==> src/hw/rtl/eaf_pkg.sv <==
`default_nettype none
// ---------------------------------------------------------------------------
// eaf_pkg: shared definitions for the encoder angle filter
// Field widths, conversion constants, reciprocal multipliers for the
// constant divisions, register indexes and the structs between modules.
// ---------------------------------------------------------------------------
package eaf_pkg;

   // Block configuration.
   localparam int AVG_LEN        = 40;
   localparam int COUNTS_DIVISOR = 360;

   // Conversion constants.
   localparam int          FULL_TURN   = 36000;
   localparam logic [31:0] LIN_BASE    = 32'h0337_2CF4;
   localparam int          LIN_SCALE   = 100;
   localparam int          LIN_DIVISOR = 2564;

   // Field widths.
   localparam int WORD_W      = 16;
   localparam int TURN_W      = 16;
   localparam int SINGLE_W    = 17;
   localparam int POS_W       = 32;
   localparam int ANGLE_W     = 32;
   localparam int THR_W       = 16;
   localparam int CSR_INDEX_W = 8;
   localparam int CSR_DATA_W  = 32;

   // Every raw angle lies within +/-837552 centidegrees.
   localparam int RAW_W = 21;

   // Calculation pipeline depth.
   localparam int CALC_STAGES = 5;

   // Reciprocals for exact truncating division of a POS_W-bit magnitude:
   // floor(x / d) = (x * ceil(2^(N+L) / d)) >> (N+L), with L = clog2(d).
   localparam int MAGIC_W = POS_W + 1;
   localparam int PROD_W  = POS_W + MAGIC_W;

   localparam int DIV_SH = POS_W + $clog2(COUNTS_DIVISOR);
   localparam logic [MAGIC_W-1:0] DIV_MAGIC = MAGIC_W'(
      ((64'd1 << DIV_SH) + 64'(COUNTS_DIVISOR - 1)) / 64'(COUNTS_DIVISOR));

   localparam int LIN_SH = POS_W + $clog2(LIN_DIVISOR);
   localparam logic [MAGIC_W-1:0] LIN_MAGIC = MAGIC_W'(
      ((64'd1 << LIN_SH) + 64'(LIN_DIVISOR - 1)) / 64'(LIN_DIVISOR));

   localparam int MOD_SH = POS_W + $clog2(FULL_TURN);
   localparam logic [MAGIC_W-1:0] MOD_MAGIC = MAGIC_W'(
      ((64'd1 << MOD_SH) + 64'(FULL_TURN - 1)) / 64'(FULL_TURN));

   // Quotient and remainder widths of the shared and modulo dividers.
   localparam int QDIV_W  = POS_W - $clog2(COUNTS_DIVISOR);
   localparam int QLIN_W  = POS_W - $clog2(LIN_DIVISOR);
   localparam int Q_W     = (QDIV_W > QLIN_W) ? QDIV_W : QLIN_W;
   localparam int MOD_Q_W = POS_W - $clog2(FULL_TURN);
   localparam int REM_W   = $clog2(FULL_TURN);

   // Moving-average window sum and its mean.
   localparam int SUM_W        = RAW_W + $clog2(AVG_LEN);
   localparam int MEAN_N       = SUM_W - 1;
   localparam int MEAN_MAGIC_W = MEAN_N + 1;
   localparam int MEAN_PROD_W  = MEAN_N + MEAN_MAGIC_W;
   localparam int MEAN_SH      = MEAN_N + $clog2(AVG_LEN);
   localparam logic [MEAN_MAGIC_W-1:0] MEAN_MAGIC = MEAN_MAGIC_W'(
      ((64'd1 << MEAN_SH) + 64'(AVG_LEN - 1)) / 64'(AVG_LEN));
   localparam int CNT_W = $clog2(AVG_LEN + 1);

   // Board modes.
   localparam logic BOARD_MODE_DIVIDED = 1'b0;
   localparam logic BOARD_MODE_LINEAR  = 1'b1;

   localparam logic [THR_W-1:0] THRESHOLD_RESET = 16'd4000;

   // Register indexes.
   typedef enum logic [CSR_INDEX_W-1:0] {
      CSR_ANGLE_OFFSET     = 8'd0,
      CSR_BOARD_MODE       = 8'd1,
      CSR_REJECT_THRESHOLD = 8'd2
   } csr_index_type;

   // Configuration seen by the datapath.
   typedef struct packed {
      logic signed [POS_W-1:0] offset;
      logic                    mode;
      logic [THR_W-1:0]        threshold;
   } cfg_type;

   // Raw angle item between the calculation pipeline and the filter.
   typedef struct packed {
      logic signed [RAW_W-1:0] angle;
      logic [TURN_W-1:0]       turn_count;
      logic [SINGLE_W-1:0]     single_turn;
   } raw_item_type;

endpackage : eaf_pkg
`default_nettype wire

==> src/hw/rtl/eaf_filter.sv <==
`default_nettype none
// ---------------------------------------------------------------------------
// eaf_filter: warm-up and outlier-rejecting moving average
// Keeps the sample window, its sum and the filtered angle, and holds the
// result register of the block.
// ---------------------------------------------------------------------------
module eaf_filter (
   input  logic                               clock,
   input  logic                               reset,
   input  eaf_pkg::cfg_type                   cfg,
   input  logic                               in_valid,
   output logic                               in_ready,
   input  eaf_pkg::raw_item_type              in_item,
   output logic                               out_valid,
   input  logic                               out_ready,
   output logic signed [eaf_pkg::ANGLE_W-1:0] angle,
   output logic [eaf_pkg::TURN_W-1:0]         turn_count,
   output logic [eaf_pkg::SINGLE_W-1:0]       single_turn,
   output logic                               warmed_up,
   output logic                               sample_rejected
);
   import eaf_pkg::*;

   typedef struct packed {
      logic signed [ANGLE_W-1:0] angle;
      logic [TURN_W-1:0]         turn_count;
      logic [SINGLE_W-1:0]       single_turn;
      logic                      warmed_up;
      logic                      sample_rejected;
   } rsp_type;

   logic signed [RAW_W-1:0] window_ff [AVG_LEN];
   logic signed [RAW_W-1:0] window_in [AVG_LEN];
   logic signed [SUM_W-1:0] sum_ff, sum_in;
   logic [CNT_W-1:0]        count_ff, count_in;
   logic                    ready_flag_ff, ready_flag_in;
   logic signed [RAW_W-1:0] filtered_ff, filtered_in;
   rsp_type                 rsp_ff, rsp_in;
   logic                    rsp_valid_ff, rsp_valid_in;

   logic                    take;
   logic signed [RAW_W:0]   diff;
   logic [RAW_W:0]          abs_diff;
   logic                    near;
   logic                    warm_push;
   logic                    push;
   logic signed [SUM_W-1:0] sum_push;
   logic [MEAN_N-1:0]       sum_mag;
   logic [MEAN_PROD_W-1:0]  mean_prod;
   logic [RAW_W-1:0]        mean_mag;
   logic signed [RAW_W-1:0] mean;

   // The result register frees up when its transfer completes.
   assign in_ready = !rsp_valid_ff || out_ready;
   assign take     = in_valid && in_ready;

   // Distance to the filtered angle and the accept decision.
   always_comb begin
      diff      = (RAW_W+1)'(in_item.angle) - (RAW_W+1)'(filtered_ff);
      abs_diff  = diff[RAW_W] ? ((RAW_W+1)'(0) - diff) : diff;
      near      = abs_diff < (RAW_W+1)'(cfg.threshold);
      warm_push = !ready_flag_ff && (count_ff < CNT_W'(AVG_LEN));
      push      = ready_flag_ff ? near : warm_push;
   end

   // Window sum after the push and its truncated mean.
   always_comb begin
      sum_push  = sum_ff - SUM_W'(window_ff[0]) + SUM_W'(in_item.angle);
      sum_mag   = MEAN_N'(sum_push[SUM_W-1] ? (SUM_W'(0) - sum_push) : sum_push);
      mean_prod = MEAN_PROD_W'(sum_mag) * MEAN_PROD_W'(MEAN_MAGIC);
      mean_mag  = RAW_W'(mean_prod >> MEAN_SH);
      mean      = sum_push[SUM_W-1] ? (RAW_W'(0) - mean_mag) : mean_mag;
   end

   // Filter state, updated on each input transfer.
   always_comb begin
      window_in     = window_ff;
      sum_in        = sum_ff;
      count_in      = count_ff;
      ready_flag_in = ready_flag_ff;
      filtered_in   = filtered_ff;
      if (take) begin
         ready_flag_in = ready_flag_ff || !warm_push;
         if (warm_push) begin
            count_in = count_ff + CNT_W'(1);
         end
         if (push) begin
            for (int i = 0; i < AVG_LEN - 1; i++) begin
               window_in[i] = window_ff[i+1];
            end
            window_in[AVG_LEN-1] = in_item.angle;
            sum_in      = sum_push;
            filtered_in = mean;
         end
      end
   end

   // Result register contents.
   always_comb begin
      rsp_in.turn_count      = in_item.turn_count;
      rsp_in.single_turn     = in_item.single_turn;
      rsp_in.warmed_up       = ready_flag_ff || !warm_push;
      rsp_in.sample_rejected = ready_flag_ff && !near;
      if (ready_flag_ff) begin
         rsp_in.angle = ANGLE_W'(push ? mean : filtered_ff);
      end else begin
         rsp_in.angle = ANGLE_W'(in_item.angle);
      end
      rsp_valid_in = take || (rsp_valid_ff && !out_ready);
   end

   // State and result valid registers.
   always_ff @(posedge clock) begin
      if (reset) begin
         for (int i = 0; i < AVG_LEN; i++) begin
            window_ff[i] <= '0;
         end
         sum_ff        <= '0;
         count_ff      <= '0;
         ready_flag_ff <= 1'b0;
         filtered_ff   <= '0;
         rsp_valid_ff  <= 1'b0;
      end else begin
         window_ff     <= window_in;
         sum_ff        <= sum_in;
         count_ff      <= count_in;
         ready_flag_ff <= ready_flag_in;
         filtered_ff   <= filtered_in;
         rsp_valid_ff  <= rsp_valid_in;
      end
   end

   // Result payload.
   always_ff @(posedge clock) begin
      if (take) begin
         rsp_ff <= rsp_in;
      end
   end

   assign out_valid       = rsp_valid_ff;
   assign angle           = rsp_ff.angle;
   assign turn_count      = rsp_ff.turn_count;
   assign single_turn     = rsp_ff.single_turn;
   assign warmed_up       = rsp_ff.warmed_up;
   assign sample_rejected = rsp_ff.sample_rejected;

endmodule : eaf_filter
`default_nettype wire

==> config.mk <==
export PLATFORM = sky130hd
export DESIGN_NAME = eaf_filter
export DESIGN_NICKNAME = d
export VERILOG_FILES = /design/src/hw/rtl/eaf_pkg.sv /design/src/hw/rtl/eaf_filter.sv
export SDC_FILE = /design/constraint.sdc
export NUM_CORES = 2
export LEC_CHECK = 0
export BUFFER_PORTS_ARGS = -buffer_cell sky130_fd_sc_hd__buf_2
export CORE_MARGIN = 1.5
export CORE_UTILIZATION = 38
export CTS_CLUSTER_SIZE = 12
export DETAILED_ROUTE_END_ITERATION = 7
export GPL_TIMING_DRIVEN = 0
export SETUP_SLACK_MARGIN = 0.2
export SLEW_MARGIN = 30
export SYNTH_ARGS = -nofsm -noshare
export SYNTH_HDL_FRONTEND = slang
export SYNTH_SLANG_ARGS = --single-unit
==> constraint.sdc <==
create_clock -name clock -period 13.23 [get_ports clock]
set_clock_uncertainty 0.1 [all_clocks]
set_input_delay 0 -clock clock [delete_from_list [all_inputs] [get_ports clock]]
set_output_delay 0 -clock clock [all_outputs]
set_load 0.01 [all_outputs]
**After elaboration in Yosys (flattened, before gate mapping)**

Cells that the tools add are included.

- Word-level logic and storage cells: 80
- Input bits: 107
- Flip-flop bits (word level): 963

- Add/subtract/negate cells: 7
- Reductions and logical operators: 14
- Multipliers: 1
- Order comparisons: 2
- Mux-type cells: 6

Operators by type and width:

| cell | number |
|---|---|
| $mux 32 | 2 |
| $mul 26x27->53 const B | 1 |
| $add 27x21->27 | 1 |
| $sub 27x21->27 | 1 |
| $mux 26 | 1 |
| $sub 1x26->26 const A | 1 |
| $lt 22x16->1 | 1 |
| $mux 22 | 1 |
| $sub 1x22->22 const A | 1 |
| $sub 21x21->22 | 1 |
| $mux 21 | 1 |
| $sub 1x21->21 const A | 1 |
| $add 6x1->6 const B | 1 |
| $lt 6x6->1 const B | 1 |
| $logic_not 1->1 | 5 |
| $logic_and 1x1->1 | 4 |
| $reduce_and 2->1 | 2 |
| $logic_or 1x1->1 | 3 |
| $mux 1 | 1 |

**Depth between registers and ports, before layout**

- Depth after elaboration: 9
- Mapped depth: 49
- Mapped depth without buffers: 48

**Least setup slack after synthesis**

No wires, ideal clock.

- Path type: register to register
- Start: register sum_ff[2]
- End: register rsp_ff, in the netlist angle[30], data pin
- Slack: 1.549 ns
- Stages on the path, launching flop included: 45
- Library setup time: 0.274 ns
- Buffers on the path: 0
- Arrival: 11.308 ns
- Cells stage by stage: dfxtp_1 -> inv_1 -> fa_1 -> inv_1 -> ha_1 -> nor2b_4 -> o21a_1 -> or3_1 -> and2_4 -> or4_4 -> or4_1 -> or3_4 -> nor4_4 -> a21oi_1 -> xnor2_1 -> ha_1 -> inv_1 -> ha_1 -> [... 9 more ...] -> inv_1 -> fa_1 -> ha_1 -> a21oi_1 -> o211ai_1 -> or3b_2 -> a221oi_1 -> o21ai_0 -> or3_1 -> xor2_1 -> inv_1 -> ha_1 -> nand2_1 -> nor3_1 -> a41oi_1 -> xnor3_1 -> mux2i_1 -> a21oi_1

- Longest elaborated chain between the ends: 9

RTL lines:

| what | RTL line | source |
|---|---|---|
| start, declared | eaf_filter.sv:34 | `logic signed [SUM_W-1:0] sum_ff, sum_in;` |
| start signal, assigned | eaf_filter.sv:125 | `sum_ff <= sum_in;` |
| $sub 27x21->27 (*) | eaf_filter.sv:68 | `sum_push = sum_ff - SUM_W'(window_ff[0]) + SUM_W'(in_item.angle);` |
| $add 27x21->27 (*) | eaf_filter.sv:68 |  |
| $sub 1x26->26 | eaf_filter.sv:69 | `sum_mag = MEAN_N'(sum_push[SUM_W-1] ? (SUM_W'(0) - sum_push) : sum_push);` |
| $mux 26 | eaf_filter.sv:69 |  |
| $mul 26x27->53 | eaf_filter.sv:70 | `mean_prod = MEAN_PROD_W'(sum_mag) * MEAN_PROD_W'(MEAN_MAGIC);` |
| $sub 1x21->21 | eaf_filter.sv:72 | `mean = sum_push[SUM_W-1] ? (RAW_W'(0) - mean_mag) : mean_mag;` |
| $mux 21 (*) | eaf_filter.sv:72 |  |
| $mux 32 (*) | eaf_filter.sv:105 | `rsp_in.angle = ANGLE_W'(push ? mean : filtered_ff);` |
| $mux 32 (*) | eaf_filter.sv:104 | `if (ready_flag_ff) begin` |
| end signal, assigned | eaf_filter.sv:136 | `rsp_ff <= rsp_in;` |
| end, declared | eaf_filter.sv:38 | `rsp_type rsp_ff, rsp_in;` |

Mark *: on every way between the ends. The rest lies on a longest branch, timed or not.
A chain may end at the register's enable or synchronous reset.

**Worst setup path in the final report**

- Start: register window_ff[838] (netlist name)
- End: register rsp_ff, in the netlist angle[30], data pin

- Longest elaborated chain between the ends: 9

RTL lines:

| what | RTL line | source |
|---|---|---|
| start, declared | eaf_filter.sv:32 | `logic signed [RAW_W-1:0] window_ff [AVG_LEN];` |
| start signal, assigned | eaf_filter.sv:124 | `window_ff <= window_in;` |
| $sub 27x21->27 (*) | eaf_filter.sv:68 |  |
| $add 27x21->27 (*) | eaf_filter.sv:68 |  |
| $sub 1x26->26 | eaf_filter.sv:69 |  |
| $mux 26 | eaf_filter.sv:69 |  |
| $mul 26x27->53 | eaf_filter.sv:70 |  |
| $sub 1x21->21 | eaf_filter.sv:72 |  |
| $mux 21 (*) | eaf_filter.sv:72 |  |
| $mux 32 (*) | eaf_filter.sv:105 |  |
| $mux 32 (*) | eaf_filter.sv:104 |  |

Marked as above.

==> out/qor.yml <==
synthCells: 5939
r2r_slack_ps: 560
setup_tns_ps: 0
endpoint: "angle[30]$_DFFE_PP_"
hold_violations: 0
start_util_pct: 38.32
ant_nets: 0
clockBufferDepth: 3
drive_gt1_share_pct: 10.94
dieArea_mm2: 0.1307
critPathRequiredTime_ps: 13540
slowest_stage: "fa_1"
io_buffers: 141
die_w_um: 361.6
synth_edf_count: 56
crit_fanout: 10
worst_setup_path_start_kind: "register"
hp-class: "input port to register"
cp-end-kind: "register"
grt_pass1_vias: 38610
finalInstanceArea_mm2: 0.05692
timing.rr.end: "angle[30]$_DFFE_PP_"
grt_setup_unrepaired: "no"
clock_sinks: 952
dpl.hpwl_um: 104400
timing.slew.headroom_pct: 22.24
avgRoutedWirePerCell_um: 16.41
totalWireLength_um: 132300
synthesis.nets: 6546
syn_to_final_growth_pct: 16.48
cts_htree_levels: 3
crit_type: "register to register"
cts_root_buffer: "clkbuf_16"
worst_pin_slew_ps: 1166
route.detailed.drc: 0
synthArstFlopShare_pct: 0
synth_top_area_share_pct: 36.71
period_share_pct: 95.74
nNetsFinal: 6920
maxCapViolCount: 0
ys_ff_latch: 952
core-area_mm2: 0.1275
routabilityCongestion: 0.9395
min-delay-start: "in_item[34]"
rows: 131
grt_max_degree: 46
cts_tree: "yes"
viasPerCell: 4.956
cpMostUsedCell: "fa_1"
insertion_delay_ps: 740
num_vias: 39940
max_freq_mhz: 78.95
antenna_found_initial: 18
r2r-start: "window_ff[838]$_SDFFE_PP0P_"
grt_overflow: 0
layout_min_cycle_time_ps: 12670
postSynthAreaPerCell_um2: 8.227
yosys.area.top_type: "dfxtp_1"
finalSetupViolCount: 0
max_stage_delay_ps: 590
placed_area_mm2: 0.05171
synth_seq_area_share_pct: 40.15
first_iter_violations: 2868
clk_pin_slew_ps: 70
multi_input_area_mm2: 0.02630
status: "completed"
r2r_cells: 45
crit_path_start: "window_ff[838]$_SDFFE_PP0P_"
drv_slew: 0
die_y_um: 361.6
cts_buffers: 101
firstDrtPassIters: 5
synthFlopType: "dfxtp_1"
grt_util_all_layers_pct: 19.92
whs_ps: 84.35
synth_warnings: 0
synth_area_mm2: 0.04886
worstPathArrival_ps: 12970
synth.distinct_cells: 94
ys_top_cells_by_area: "dfxtp_1 37%, nand2_1 14%, a21oi_1 9.9%"
grt_pass1_wl_um: 209400
io-pin-count: 176
seq_area_mm2: 0.01962
fillers: 12660
layout by cell type, fill, tap and decap left out, drive strengths merged, types with 18 or more instances in the layout:
master / instances
a211oi: 40
a21o: 51
a21oi: 973
a31oi: 30
and3: 18
buf: 398
clkbuf: 291
dfxtp: 896
dlygate4sd3: 91
edfxtp: 56
fa: 220
ha: 280
inv: 494
mux2i: 44
nand2: 1804
nand2b: 19
nand3: 36
nand4: 36
nor2: 138
nor3: 31
o21ai: 68
xnor2: 72
xor2: 43
worst min-delay path by stage:
stage	endpoint	slack, ps	cells after the start
after floorplan	single_turn[0]$_DFFE_PP_	-1	0
after global placement	single_turn[1]$_DFFE_PP_	80	1
after detailed placement	turn_count[6]$_DFFE_PP_	80	1
after CTS	window_ff[1]$_SDFFE_PP0P_	40	4
after global routing	window_ff[2]$_SDFFE_PP0P_	80	4
final	window_ff[1]$_SDFFE_PP0P_	80	4
Yosys cell counts, types with 56 or more instances:
library cell	number
dfxtp_1	896
ha_1	280
clkbuf_1	130
a21oi_1	971
nor2_1	138
fa_1	220
buf_4	66
nand2_1	1804
inv_1	490
o21ai_0	60
edfxtp_1	56
xnor2_1	71
buf_2	146
cells by family (layout without fill, tap and decap cells):
group           Yosys count  after routing  share of synthesized area, %
compound gates         1296           1296                         14.91
xor+xnor                116            116                         2.123
fa+ha+maj               500            500                         16.18
buf+inv                 839           1292                         7.421
flops                   952            952                         40.15
mux                      47             47                        0.9705
other cells               0              5                             0
simple gates           2189           2189                         18.24
through the flow:
step | util [%] | setup slack [ps] | std cells
final | 44.63 | 564.1 | 8059
after CTS | 44.18 | 122.4 | 8028
after global placement | 40.50 | -1916 | 7742
after global routing | 44.63 | 168.0 | 8056
after detailed placement | 40.55 | -2076 | 7743
after floorplan | - | 1549 | 5939
critical path, delay by kind of cell (launching register included):
kind,cells,cell delay (ps)
compound gates,11,2310
xor+xnor,3,920
fa+ha+maj,10,4710
buf+inv,12,1920
flops,1,350
mux,1,210
simple gates,8,1790
metal layers:
metal / share of wire (%) / GRT usage (%)
met5: 0.074 / 0
met4: 2.3 / 4.918
met3: 6.3 / 3.868
met2: 43 / 30.84
met1: 48 / 28.38
registers in the layout, indices dropped and copies added (netlist names):
signal	cells
window_ff	840
sum_ff	27
angle	21
filtered_ff	21
single_turn	17
turn_count	16
count_ff	6
out_valid	1
ready_flag_ff	1
sample_rejected	1
warmed_up	1
timing repair:
action                                 4_1_cts  5_1_grt
setup endpoints to repair                   42       40
setup buffers                               12       26
hold buffers                                91        0
pin swaps                                    9       24
resized for setup                           58       83
gates cloned                                 0        0
endpoints found under the hold margin       87        0
final cells by class:
cell class | instances | area share, %
Multi-Input combinational cell | 4148 | 46.21
Sequential cell | 952 | 34.48
Clock buffer | 160 | 5.289
Tap cell | 1662 | 3.654
Timing Repair Buffer | 271 | 3.403
Inverter | 490 | 3.236
Buffer | 349 | 3.166
Clock inverter | 22 | 0.5430
Antenna cell | 5 | 0.02198
Power is not shown: default switching activity piles up to over one toggle a cycle in this logic, so the estimate is an artifact.
