### config.mk
export PLATFORM = sky130hd
export DESIGN_NAME = eaf_angle_calc
export DESIGN_NICKNAME = d
export VERILOG_FILES = /design/src/hw/rtl/eaf_pkg.sv /design/src/hw/rtl/eaf_angle_calc.sv
export SDC_FILE = /design/constraint.sdc
export NUM_CORES = 2
export LEC_CHECK = 0
export ABC_AREA = 1
export ABC_CLOCK_PERIOD_IN_PS = 10000
export CELL_PAD_IN_SITES_DETAIL_PLACEMENT = 2
export CELL_PAD_IN_SITES_GLOBAL_PLACEMENT = 2
export CORE_MARGIN = 8
export CORE_UTILIZATION = 39
export CTS_BUF_LIST = sky130_fd_sc_hd__clkbuf_16
export DETAILED_ROUTE_END_ITERATION = 7
export DONT_BUFFER_PORTS = 1
export HOLD_SLACK_MARGIN = 0.08
export PLACE_DENSITY_LB_ADDON = 0.1
export REMOVE_ABC_BUFFERS = 1
export SLEW_MARGIN = 10
export SYNTH_ARGS = -nofsm -noshare
export SYNTH_HDL_FRONTEND = slang
export SYNTH_SLANG_ARGS = --single-unit
### constraint.sdc
create_clock -name clock -period 10 [get_ports clock]
set_input_delay 2 -clock clock [delete_from_list [all_inputs] [get_ports clock]]
set_output_delay 2 -clock clock [all_outputs]
set_load 0.02 [all_outputs]
### src/hw/rtl/eaf_pkg.sv
`default_nettype none
// ---------------------------------------------------------------------------
// eaf_pkg: shared definitions for the encoder angle filter
// Field widths, conversion constants, reciprocal multipliers for the
// constant divisions, register indexes and the structs between modules.
// ---------------------------------------------------------------------------
package eaf_pkg;

   // Block configuration.
   localparam int AVG_LEN        = 40;
   localparam int COUNTS_DIVISOR = 360;

   // Conversion constants.
   localparam int          FULL_TURN   = 36000;
   localparam logic [31:0] LIN_BASE    = 32'h0337_2CF4;
   localparam int          LIN_SCALE   = 100;
   localparam int          LIN_DIVISOR = 2564;

   // Field widths.
   localparam int WORD_W      = 16;
   localparam int TURN_W      = 16;
   localparam int SINGLE_W    = 17;
   localparam int POS_W       = 32;
   localparam int ANGLE_W     = 32;
   localparam int THR_W       = 16;
   localparam int CSR_INDEX_W = 8;
   localparam int CSR_DATA_W  = 32;

   // Every raw angle lies within +/-837552 centidegrees.
   localparam int RAW_W = 21;

   // Calculation pipeline depth.
   localparam int CALC_STAGES = 5;

   // Reciprocals for exact truncating division of a POS_W-bit magnitude:
   // floor(x / d) = (x * ceil(2^(N+L) / d)) >> (N+L), with L = clog2(d).
   localparam int MAGIC_W = POS_W + 1;
   localparam int PROD_W  = POS_W + MAGIC_W;

   localparam int DIV_SH = POS_W + $clog2(COUNTS_DIVISOR);
   localparam logic [MAGIC_W-1:0] DIV_MAGIC = MAGIC_W'(
      ((64'd1 << DIV_SH) + 64'(COUNTS_DIVISOR - 1)) / 64'(COUNTS_DIVISOR));

   localparam int LIN_SH = POS_W + $clog2(LIN_DIVISOR);
   localparam logic [MAGIC_W-1:0] LIN_MAGIC = MAGIC_W'(
      ((64'd1 << LIN_SH) + 64'(LIN_DIVISOR - 1)) / 64'(LIN_DIVISOR));

   localparam int MOD_SH = POS_W + $clog2(FULL_TURN);
   localparam logic [MAGIC_W-1:0] MOD_MAGIC = MAGIC_W'(
      ((64'd1 << MOD_SH) + 64'(FULL_TURN - 1)) / 64'(FULL_TURN));

   // Quotient and remainder widths of the shared and modulo dividers.
   localparam int QDIV_W  = POS_W - $clog2(COUNTS_DIVISOR);
   localparam int QLIN_W  = POS_W - $clog2(LIN_DIVISOR);
   localparam int Q_W     = (QDIV_W > QLIN_W) ? QDIV_W : QLIN_W;
   localparam int MOD_Q_W = POS_W - $clog2(FULL_TURN);
   localparam int REM_W   = $clog2(FULL_TURN);

   // Moving-average window sum and its mean.
   localparam int SUM_W        = RAW_W + $clog2(AVG_LEN);
   localparam int MEAN_N       = SUM_W - 1;
   localparam int MEAN_MAGIC_W = MEAN_N + 1;
   localparam int MEAN_PROD_W  = MEAN_N + MEAN_MAGIC_W;
   localparam int MEAN_SH      = MEAN_N + $clog2(AVG_LEN);
   localparam logic [MEAN_MAGIC_W-1:0] MEAN_MAGIC = MEAN_MAGIC_W'(
      ((64'd1 << MEAN_SH) + 64'(AVG_LEN - 1)) / 64'(AVG_LEN));
   localparam int CNT_W = $clog2(AVG_LEN + 1);

   // Board modes.
   localparam logic BOARD_MODE_DIVIDED = 1'b0;
   localparam logic BOARD_MODE_LINEAR  = 1'b1;

   localparam logic [THR_W-1:0] THRESHOLD_RESET = 16'd4000;

   // Register indexes.
   typedef enum logic [CSR_INDEX_W-1:0] {
      CSR_ANGLE_OFFSET     = 8'd0,
      CSR_BOARD_MODE       = 8'd1,
      CSR_REJECT_THRESHOLD = 8'd2
   } csr_index_type;

   // Configuration seen by the datapath.
   typedef struct packed {
      logic signed [POS_W-1:0] offset;
      logic                    mode;
      logic [THR_W-1:0]        threshold;
   } cfg_type;

   // Raw angle item between the calculation pipeline and the filter.
   typedef struct packed {
      logic signed [RAW_W-1:0] angle;
      logic [TURN_W-1:0]       turn_count;
      logic [SINGLE_W-1:0]     single_turn;
   } raw_item_type;

endpackage : eaf_pkg
`default_nettype wire

### src/hw/rtl/eaf_angle_calc.sv
`default_nettype none
// ---------------------------------------------------------------------------
// eaf_angle_calc: raw angle pipeline
// Unpacks the encoder words and converts the position into a raw
// centidegree angle in five stages, with flow control per stage.
// ---------------------------------------------------------------------------
module eaf_angle_calc (
   input  logic                         clock,
   input  logic                         reset,
   input  eaf_pkg::cfg_type             cfg,
   input  logic                         in_valid,
   output logic                         in_ready,
   input  logic [eaf_pkg::WORD_W-1:0]   word_first,
   input  logic [eaf_pkg::WORD_W-1:0]   word_second,
   input  logic [eaf_pkg::WORD_W-1:0]   word_third,
   output logic                         out_valid,
   input  logic                         out_ready,
   output eaf_pkg::raw_item_type        out_item
);
   import eaf_pkg::*;

   typedef struct packed {
      logic [TURN_W-1:0]   turns;
      logic [SINGLE_W-1:0] single;
      logic                mode;
      logic                neg;
      logic [POS_W-1:0]    mag;
   } st1_type;

   typedef struct packed {
      logic [TURN_W-1:0]   turns;
      logic [SINGLE_W-1:0] single;
      logic                mode;
      logic                neg;
      logic [Q_W-1:0]      quo;
   } st2_type;

   typedef struct packed {
      logic [TURN_W-1:0]       turns;
      logic [SINGLE_W-1:0]     single;
      logic                    mode;
      logic signed [RAW_W-1:0] lin_raw;
      logic                    neg;
      logic [POS_W-1:0]        mag;
   } st3_type;

   typedef struct packed {
      logic [TURN_W-1:0]       turns;
      logic [SINGLE_W-1:0]     single;
      logic                    mode;
      logic signed [RAW_W-1:0] lin_raw;
      logic                    neg;
      logic [POS_W-1:0]        mag;
      logic [MOD_Q_W-1:0]      quo;
   } st4_type;

   logic [CALC_STAGES-1:0] valid_ff;
   logic [CALC_STAGES-1:0] valid_in;
   logic [CALC_STAGES-1:0] stage_ready;

   st1_type      st1_ff, st1_in;
   st2_type      st2_ff, st2_in;
   st3_type      st3_ff, st3_in;
   st4_type      st4_ff, st4_in;
   raw_item_type st5_ff, st5_in;

   logic [POS_W-1:0]   pos_u;
   logic [POS_W-1:0]   lin_t;
   logic [MAGIC_W-1:0] div_magic;
   logic [PROD_W-1:0]  div_prod;
   logic [POS_W-1:0]   quo_s;
   logic [POS_W-1:0]   mod_t;
   logic [PROD_W-1:0]  mod_prod;
   logic [REM_W-1:0]   rem;
   logic signed [RAW_W-1:0] mod_raw;

   // A stage takes a new transfer when it is empty or its contents move on.
   always_comb begin
      stage_ready[CALC_STAGES-1] = !valid_ff[CALC_STAGES-1] || out_ready;
      for (int k = CALC_STAGES - 2; k >= 0; k--) begin
         stage_ready[k] = !valid_ff[k] || stage_ready[k+1];
      end
      valid_in[0] = in_valid;
      for (int k = 1; k < CALC_STAGES; k++) begin
         valid_in[k] = valid_ff[k-1];
      end
   end

   assign in_ready  = stage_ready[0];
   assign out_valid = valid_ff[CALC_STAGES-1];
   assign out_item  = st5_ff;

   // Stage 1: unpack the words and form the magnitude to divide.
   always_comb begin
      st1_in.turns  = {word_first[6:0], word_second[15:7]};
      st1_in.single = {word_second[6:0], word_third[15:6]};
      pos_u = {st1_in.turns[POS_W-SINGLE_W-1:0], st1_in.single};
      lin_t = (LIN_BASE - pos_u) * POS_W'(LIN_SCALE);
      st1_in.mode = cfg.mode;
      if (cfg.mode == BOARD_MODE_LINEAR) begin
         st1_in.neg = lin_t[POS_W-1];
         st1_in.mag = lin_t[POS_W-1] ? (POS_W'(0) - lin_t) : lin_t;
      end else begin
         st1_in.neg = pos_u[POS_W-1];
         st1_in.mag = pos_u[POS_W-1] ? (POS_W'(0) - pos_u) : pos_u;
      end
   end

   // Stage 2: shared reciprocal multiplier for the divide by counts or by
   // the linear divisor.
   always_comb begin
      div_magic = (st1_ff.mode == BOARD_MODE_LINEAR) ? LIN_MAGIC : DIV_MAGIC;
      div_prod  = PROD_W'(st1_ff.mag) * PROD_W'(div_magic);
      st2_in.turns  = st1_ff.turns;
      st2_in.single = st1_ff.single;
      st2_in.mode   = st1_ff.mode;
      st2_in.neg    = st1_ff.neg;
      if (st1_ff.mode == BOARD_MODE_LINEAR) begin
         st2_in.quo = Q_W'(div_prod >> LIN_SH);
      end else begin
         st2_in.quo = Q_W'(div_prod >> DIV_SH);
      end
   end

   // Stage 3: restore the sign, apply the offset and fold into a turn.
   always_comb begin
      quo_s = st2_ff.neg ? (POS_W'(0) - POS_W'(st2_ff.quo)) : POS_W'(st2_ff.quo);
      mod_t = POS_W'(FULL_TURN) - (quo_s - POS_W'(cfg.offset));
      st3_in.turns   = st2_ff.turns;
      st3_in.single  = st2_ff.single;
      st3_in.mode    = st2_ff.mode;
      st3_in.lin_raw = RAW_W'(quo_s);
      st3_in.neg     = mod_t[POS_W-1];
      st3_in.mag     = mod_t[POS_W-1] ? (POS_W'(0) - mod_t) : mod_t;
   end

   // Stage 4: quotient of the full-turn remainder.
   always_comb begin
      mod_prod = PROD_W'(st3_ff.mag) * PROD_W'(MOD_MAGIC);
      st4_in.turns   = st3_ff.turns;
      st4_in.single  = st3_ff.single;
      st4_in.mode    = st3_ff.mode;
      st4_in.lin_raw = st3_ff.lin_raw;
      st4_in.neg     = st3_ff.neg;
      st4_in.mag     = st3_ff.mag;
      st4_in.quo     = MOD_Q_W'(mod_prod >> MOD_SH);
   end

   // Stage 5: remainder with the sign of the dividend, then mode select.
   always_comb begin
      rem = REM_W'(st4_ff.mag - POS_W'(st4_ff.quo) * POS_W'(FULL_TURN));
      mod_raw = st4_ff.neg ? (RAW_W'(0) - RAW_W'(rem)) : RAW_W'(rem);
      st5_in.turn_count  = st4_ff.turns;
      st5_in.single_turn = st4_ff.single;
      st5_in.angle = (st4_ff.mode == BOARD_MODE_LINEAR) ? st4_ff.lin_raw : mod_raw;
   end

   // Stage valid bits.
   always_ff @(posedge clock) begin
      if (reset) begin
         valid_ff <= '0;
      end else begin
         for (int k = 0; k < CALC_STAGES; k++) begin
            if (stage_ready[k]) begin
               valid_ff[k] <= valid_in[k];
            end
         end
      end
   end

   // Stage payload registers.
   always_ff @(posedge clock) begin
      if (stage_ready[0]) st1_ff <= st1_in;
      if (stage_ready[1]) st2_ff <= st2_in;
      if (stage_ready[2]) st3_ff <= st3_in;
      if (stage_ready[3]) st4_ff <= st4_in;
      if (stage_ready[4]) st5_ff <= st5_in;
   end

endmodule : eaf_angle_calc
`default_nettype wire

=== Yosys cells after proc, flatten, opt, wreduce, memory -nomap -nowiden ===
Index checks and enable logic that the tools add are counted.
Widths: inputs -> output; s select.

* Flip-flop bits (word level): 360
* Bits of input ports: 101
* Logic and storage cells: 65

* $add $sub $neg: 9
* $mul: 4
* Multiplexer cells: 9
* Reductions and logical operators: 10

{| class="wikitable"
|+ Operators with widths
! kind !! count
|-
| $mux 32 || 4
|-
| $sub 1x32->32 const A || 3
|-
| $mul 32x33->65 || 1
|-
| $mul 32x32->63 const B || 1
|-
| $mux 21 || 3
|-
| $mux 33 || 1
|-
| $mul 32x5->30 const B || 1
|-
| $sub 16x32->32 const A || 1
|-
| $sub 26x32->32 const A || 1
|-
| $sub 32x32->32 || 1
|-
| $mux 31 || 1
|-
| $sub 1x23->24 const A || 1
|-
| $sub 1x16->17 const A || 1
|-
| $mul 16x11->11 const B || 1
|-
| $sub 16x16->16 || 1
|-
| $logic_not 1->1 || 5
|-
| $logic_or 1x1->1 || 5
|}

=== Logic depth before layout (Yosys ltp) ===
* Depth in word-level cells: 6
* Gate-level depth with buffers: 38
* Mapped depth without buffers: 37

=== Least setup slack after synthesis ===
No wires, ideal clock.

* Kind: input to output
* From: input port out_ready
* To: output port in_ready
* Arrival time: 8,647 ps
* Data required time: 8,000 ps
* Setup slack: -647 ps
* Stages on the path: 8
* Path buffers: 0
* Cells stage by stage: nor2_1 > inv_1 > nor2_1 > inv_1 > nor2_1 > inv_1 > nor2_1 > nand2_1

* Cells in the longest elaborated chain, start to end: 5

{| class="wikitable"
|+ RTL lines
! what !! RTL line !! source
|-
| from (decl) || eaf_angle_calc.sv:17 || <nowiki>input logic out_ready,</nowiki>
|-
| $logic_or 1x1->1 || eaf_angle_calc.sv:79 || <nowiki>stage_ready[CALC_STAGES-1] = !valid_ff[CALC_STAGES-1] || out_ready;</nowiki>
|-
| named net stage_ready[4] || eaf_angle_calc.sv:59 || <nowiki>logic [CALC_STAGES-1:0] stage_ready;</nowiki>
|-
| $logic_or 1x1->1 || eaf_angle_calc.sv:81 || <nowiki>stage_ready[k] = !valid_ff[k] || stage_ready[k+1];</nowiki>
|-
| named net stage_ready[3] || eaf_angle_calc.sv:59 ||
|-
| $logic_or 1x1->1 || eaf_angle_calc.sv:81 ||
|-
| named net stage_ready[2] || eaf_angle_calc.sv:59 ||
|-
| $logic_or 1x1->1 (2 in a row) || eaf_angle_calc.sv:81 ||
|-
| to (decl) || eaf_angle_calc.sv:12 || <nowiki>output logic in_ready,</nowiki>
|}

The timed path passes the listed nets, and every way through them passes these cells.

==> summary.md <==
| Metric | Value |
|---|---|
| Outcome | `finished, final reports clean` |
| Setup Total Neg Slack | `0 ps` |
| Post-route DRC | `0` |
| Root buffer cell | `clkbuf_16` |
| CP Class | `reg -> reg` |
| Xor/xnor cell area share of the yosys netlist | `0.0252` |
| Top area cells in the synthesized netlist | `fa_1 31%, ha_1 21%, edfxtp_1 17%` |
| Final WL | `214 mm` |
| Layout cells sized above 1 | `0.0284` |
| Mean routed wirelength per cell | `24.5 um` |
| Hold/Removal Path Class | `reg -> reg` |
| Worst path slowest cell | `a2111oi_0` |
| Dominant cell type by area after synthesis | `fa_1` |
| Latest clock arrival within the worst-skew pair | `590 ps` |
| Most common cell after layout, fill and taps aside | `inv_1` |
| Final ANT Viol Nets | `0` |
| CP top delay family | `adder cells` |
| Hold WS | `404 ps` |
| Final Wtd Congestion | `0.900` |
| Inst Count DP | `8684` |
| Number of buffers created by CTS | `38` |
| GRT Total Usage | `0.254` |
| Post-synthesis cell type count | `59` |
| Syn Area/Cell | `9.25 um^2` |
| Dpl hpwl | `around 190 mm` |
| Crit path top cell by count | `fa_1` |
| First-iteration detailed-routing DRC count | `1790` |
| Area of the multi-input gates | `roughly 43000 um^2` |
| Total Nets Final | `roughly 8700` |
| Initial antenna violation count | `2` |
| Rel. slew slack | `0.288` |
| Chip width | `413 um` |
| Area grow syn2layout | `6.37%` |
| Final Setup Violations | `0` |
| Worst Setup Start Kind | `flip-flop` |
| Post-Syn Instances | `6630` |
| I/O pin cnt | `157` |
| Largest buffer count on any clock path | `3` |
| Arr. time, crit path | `9300 ps` |
| RSZ-0062 raised after global routing | `false` |
| Commonest register cell after synthesis | `edfxtp_1` |
| Final non-filler cell total | `8752` |
| Die area | `170000 um^2` |
| Final hold vios | `0` |
| Initial Utilization | `0.393` |
| Post-Syn Area | `61300 um^2` |
| Buffers plus inverters on the worst setup path | `5` |
| Register area | `10600 um^2` |
| Clock skew | `about 33 ps` |
| Yosys top cell area share | `0.308` |
| Worst EP required | `10330 ps` |
| Asr flop ratio synth | `0` |
| Max-slew violations | `0` |
| H-tree Lvls | `2` |
| Post-synthesis compound-gate area fraction | `0.0545` |
| Global-route wire length before repair | `approximately 330 mm` |
| Die Y | `413 um` |
| Tightest Pin Transition | `1040 ps` |
| Worst setup EP type | `flip-flop` |
| Synth warn | `0` |
| Highest-count cells in the layout ignoring fill and taps | `1891 x inv_1, 1023 x ha_1, 943 x fa_1, 748 x nand2_1, 413 x nor2_1` |
| Seq/Total Area, Yosys | `0.173` |
| Via count | `45000` |
| CTS tree | `yes` |
| Largest net degree at the start of global routing | `between 70 and 80` |
| Fillers | `roughly 17000` |
| Mux contribution to synthesized area | `0` |
| Post-synth EDFFs | `350` |
| Fin util | `0.418` |
| Max_cap viols | `0` |
| Total gr overflow | `0` |
| Tcrit/Tclk final | `0.897` |
| Minimum clock period | `approximately 9000 ps` |
| Crit path max fanout | `6` |
| Hold buffers post-CTS | `0` |
| Via density per instance | `5.14` |
| DR pass1 iterations | `5` |
| Worst-path clk slew | `80 ps` |
| Fmax | `approximately 110 MHz` |
| Vias in the first global route | `53200` |
| #FFs+latches synth | `355` |
| Worst path cell trace | `inv_1, nor2_1, inv_1, fa_1, fa_1, fa_1, fa_1, inv_1, fa_1, inv_1, fa_1, inv_1, fa_1, ha_1, ha_1, a21oi_1, o21ai_0, a21oi_1, nor2_1, a2111oi_0, o211ai_1, xor2_1, o21ai_0` |
| Adder-Cell Fraction of Synth Area | `0.517` |
| CTS resizes | `0` |
| Std cell rows | `approximately 150` |
| Largest family of logic cells by synthesized area | `adder cells` |
| CP peak stage delay | `roughly 800 ps` |
| Port bufs | `0` |
| Num Clock Sinks | `between 300 and 400` |
| Simple-gate share of the synthesized area | `0.110` |
| Postcts setup bufs | `0` |
| Core area | `156000 um^2` |
[metal layers]
layer | vias up | routed length (um) | global-route usage
li1 | 20600 | - | -
met1 | 23400 | 89600 | 0.312
met2 | 650 | 112000 | 0.474
met3 | 271 | 5850 | 0.0212
met4 | 2 | 7050 | 0.0693
met5 | - | 13 | 0
[final timing paths]
kind	endpoint	slack [ps]	cells past startpoint	startpoint
worst max-delay path	st2_ff[18]$_DFFE_PP_	1030	23	st1_ff[16]$_DFFE_PP_
worst min-delay path	st3_ff[77]$_DFFE_PP_	400	0	st2_ff[47]$_DFFE_PP_
worst max register to register	st2_ff[18]$_DFFE_PP_	1030	23	st1_ff[16]$_DFFE_PP_
worst min register to register	st3_ff[77]$_DFFE_PP_	400	0	st2_ff[47]$_DFFE_PP_
[sequential cells by signal (all words and copies together) (netlist names)]
| name | count |
|---|---|
| st3_ff | 88 |
| out_item | 54 |
| valid_ff | 5 |
| st2_ff | 58 |
| st4_ff | 83 |
| st1_ff | 67 |
[worst reg2reg max path, delay by kind of cell (launching register included)]
family                   cells  cell delay (ps)
AO/OA/AOI/OAI                6             2170
XOR/XNOR                     1              380
adder cells (fa/ha/maj)      9             4310
buffers and inverters        5              700
flip-flops                   1              610
AND/OR/NAND/NOR              2              570
[cells by family after synthesis]
logic type / after synthesis
AO/OA/AOI/OAI: 604
XOR/XNOR: 174
adder cells (fa/ha/maj): 1966
buffers and inverters: 1961
flip-flops: 355
AND/OR/NAND/NOR: 1570
[cells in the mapped netlist, types with 5 or more instances]
library cell,count
nand2_2,12
o21ai_1,22
ha_1,1023
nand3_1,186
inv_1,1887
buf_6,5
o21a_1,28
o21ai_0,200
xnor2_1,49
edfxtp_1,350
nand2_1,749
nor3_1,54
clkbuf_1,37
nand4_1,61
nor2_2,13
nand3_2,5
o211ai_1,12
inv_2,14
buf_1,5
buf_2,7
a21oi_2,5
o31ai_1,5
a21boi_0,8
dfxtp_1,5
nor2_1,413
o21bai_1,13
or2_2,16
nand3b_1,20
xor2_1,123
a21o_1,17
a21oi_1,259
fa_1,943
a31oi_1,16
nor3_2,8
o221ai_1,5
nor4_1,19
[final cells by class]
type	count	share of cell area
multi-input combinational	4314	0.664
tap	2058	0.0395
clock inverter	28	0.00301
antenna	1	0.0000384
clock buffer	39	0.0150
inverter	1903	0.110
sequential	355	0.163
timing repair buffer	54	0.00641
[metrics by stage]
step,setup WS [ps],area [um^2]
floorplan,-647,61000
global placement,1240,64000
detailed placement,988,64000
CTS,967,65200
global route,753,65200
finish,1030,65200
Power is not shown: default switching activity piles up to over one toggle a cycle in this logic, so the estimate is an artifact.
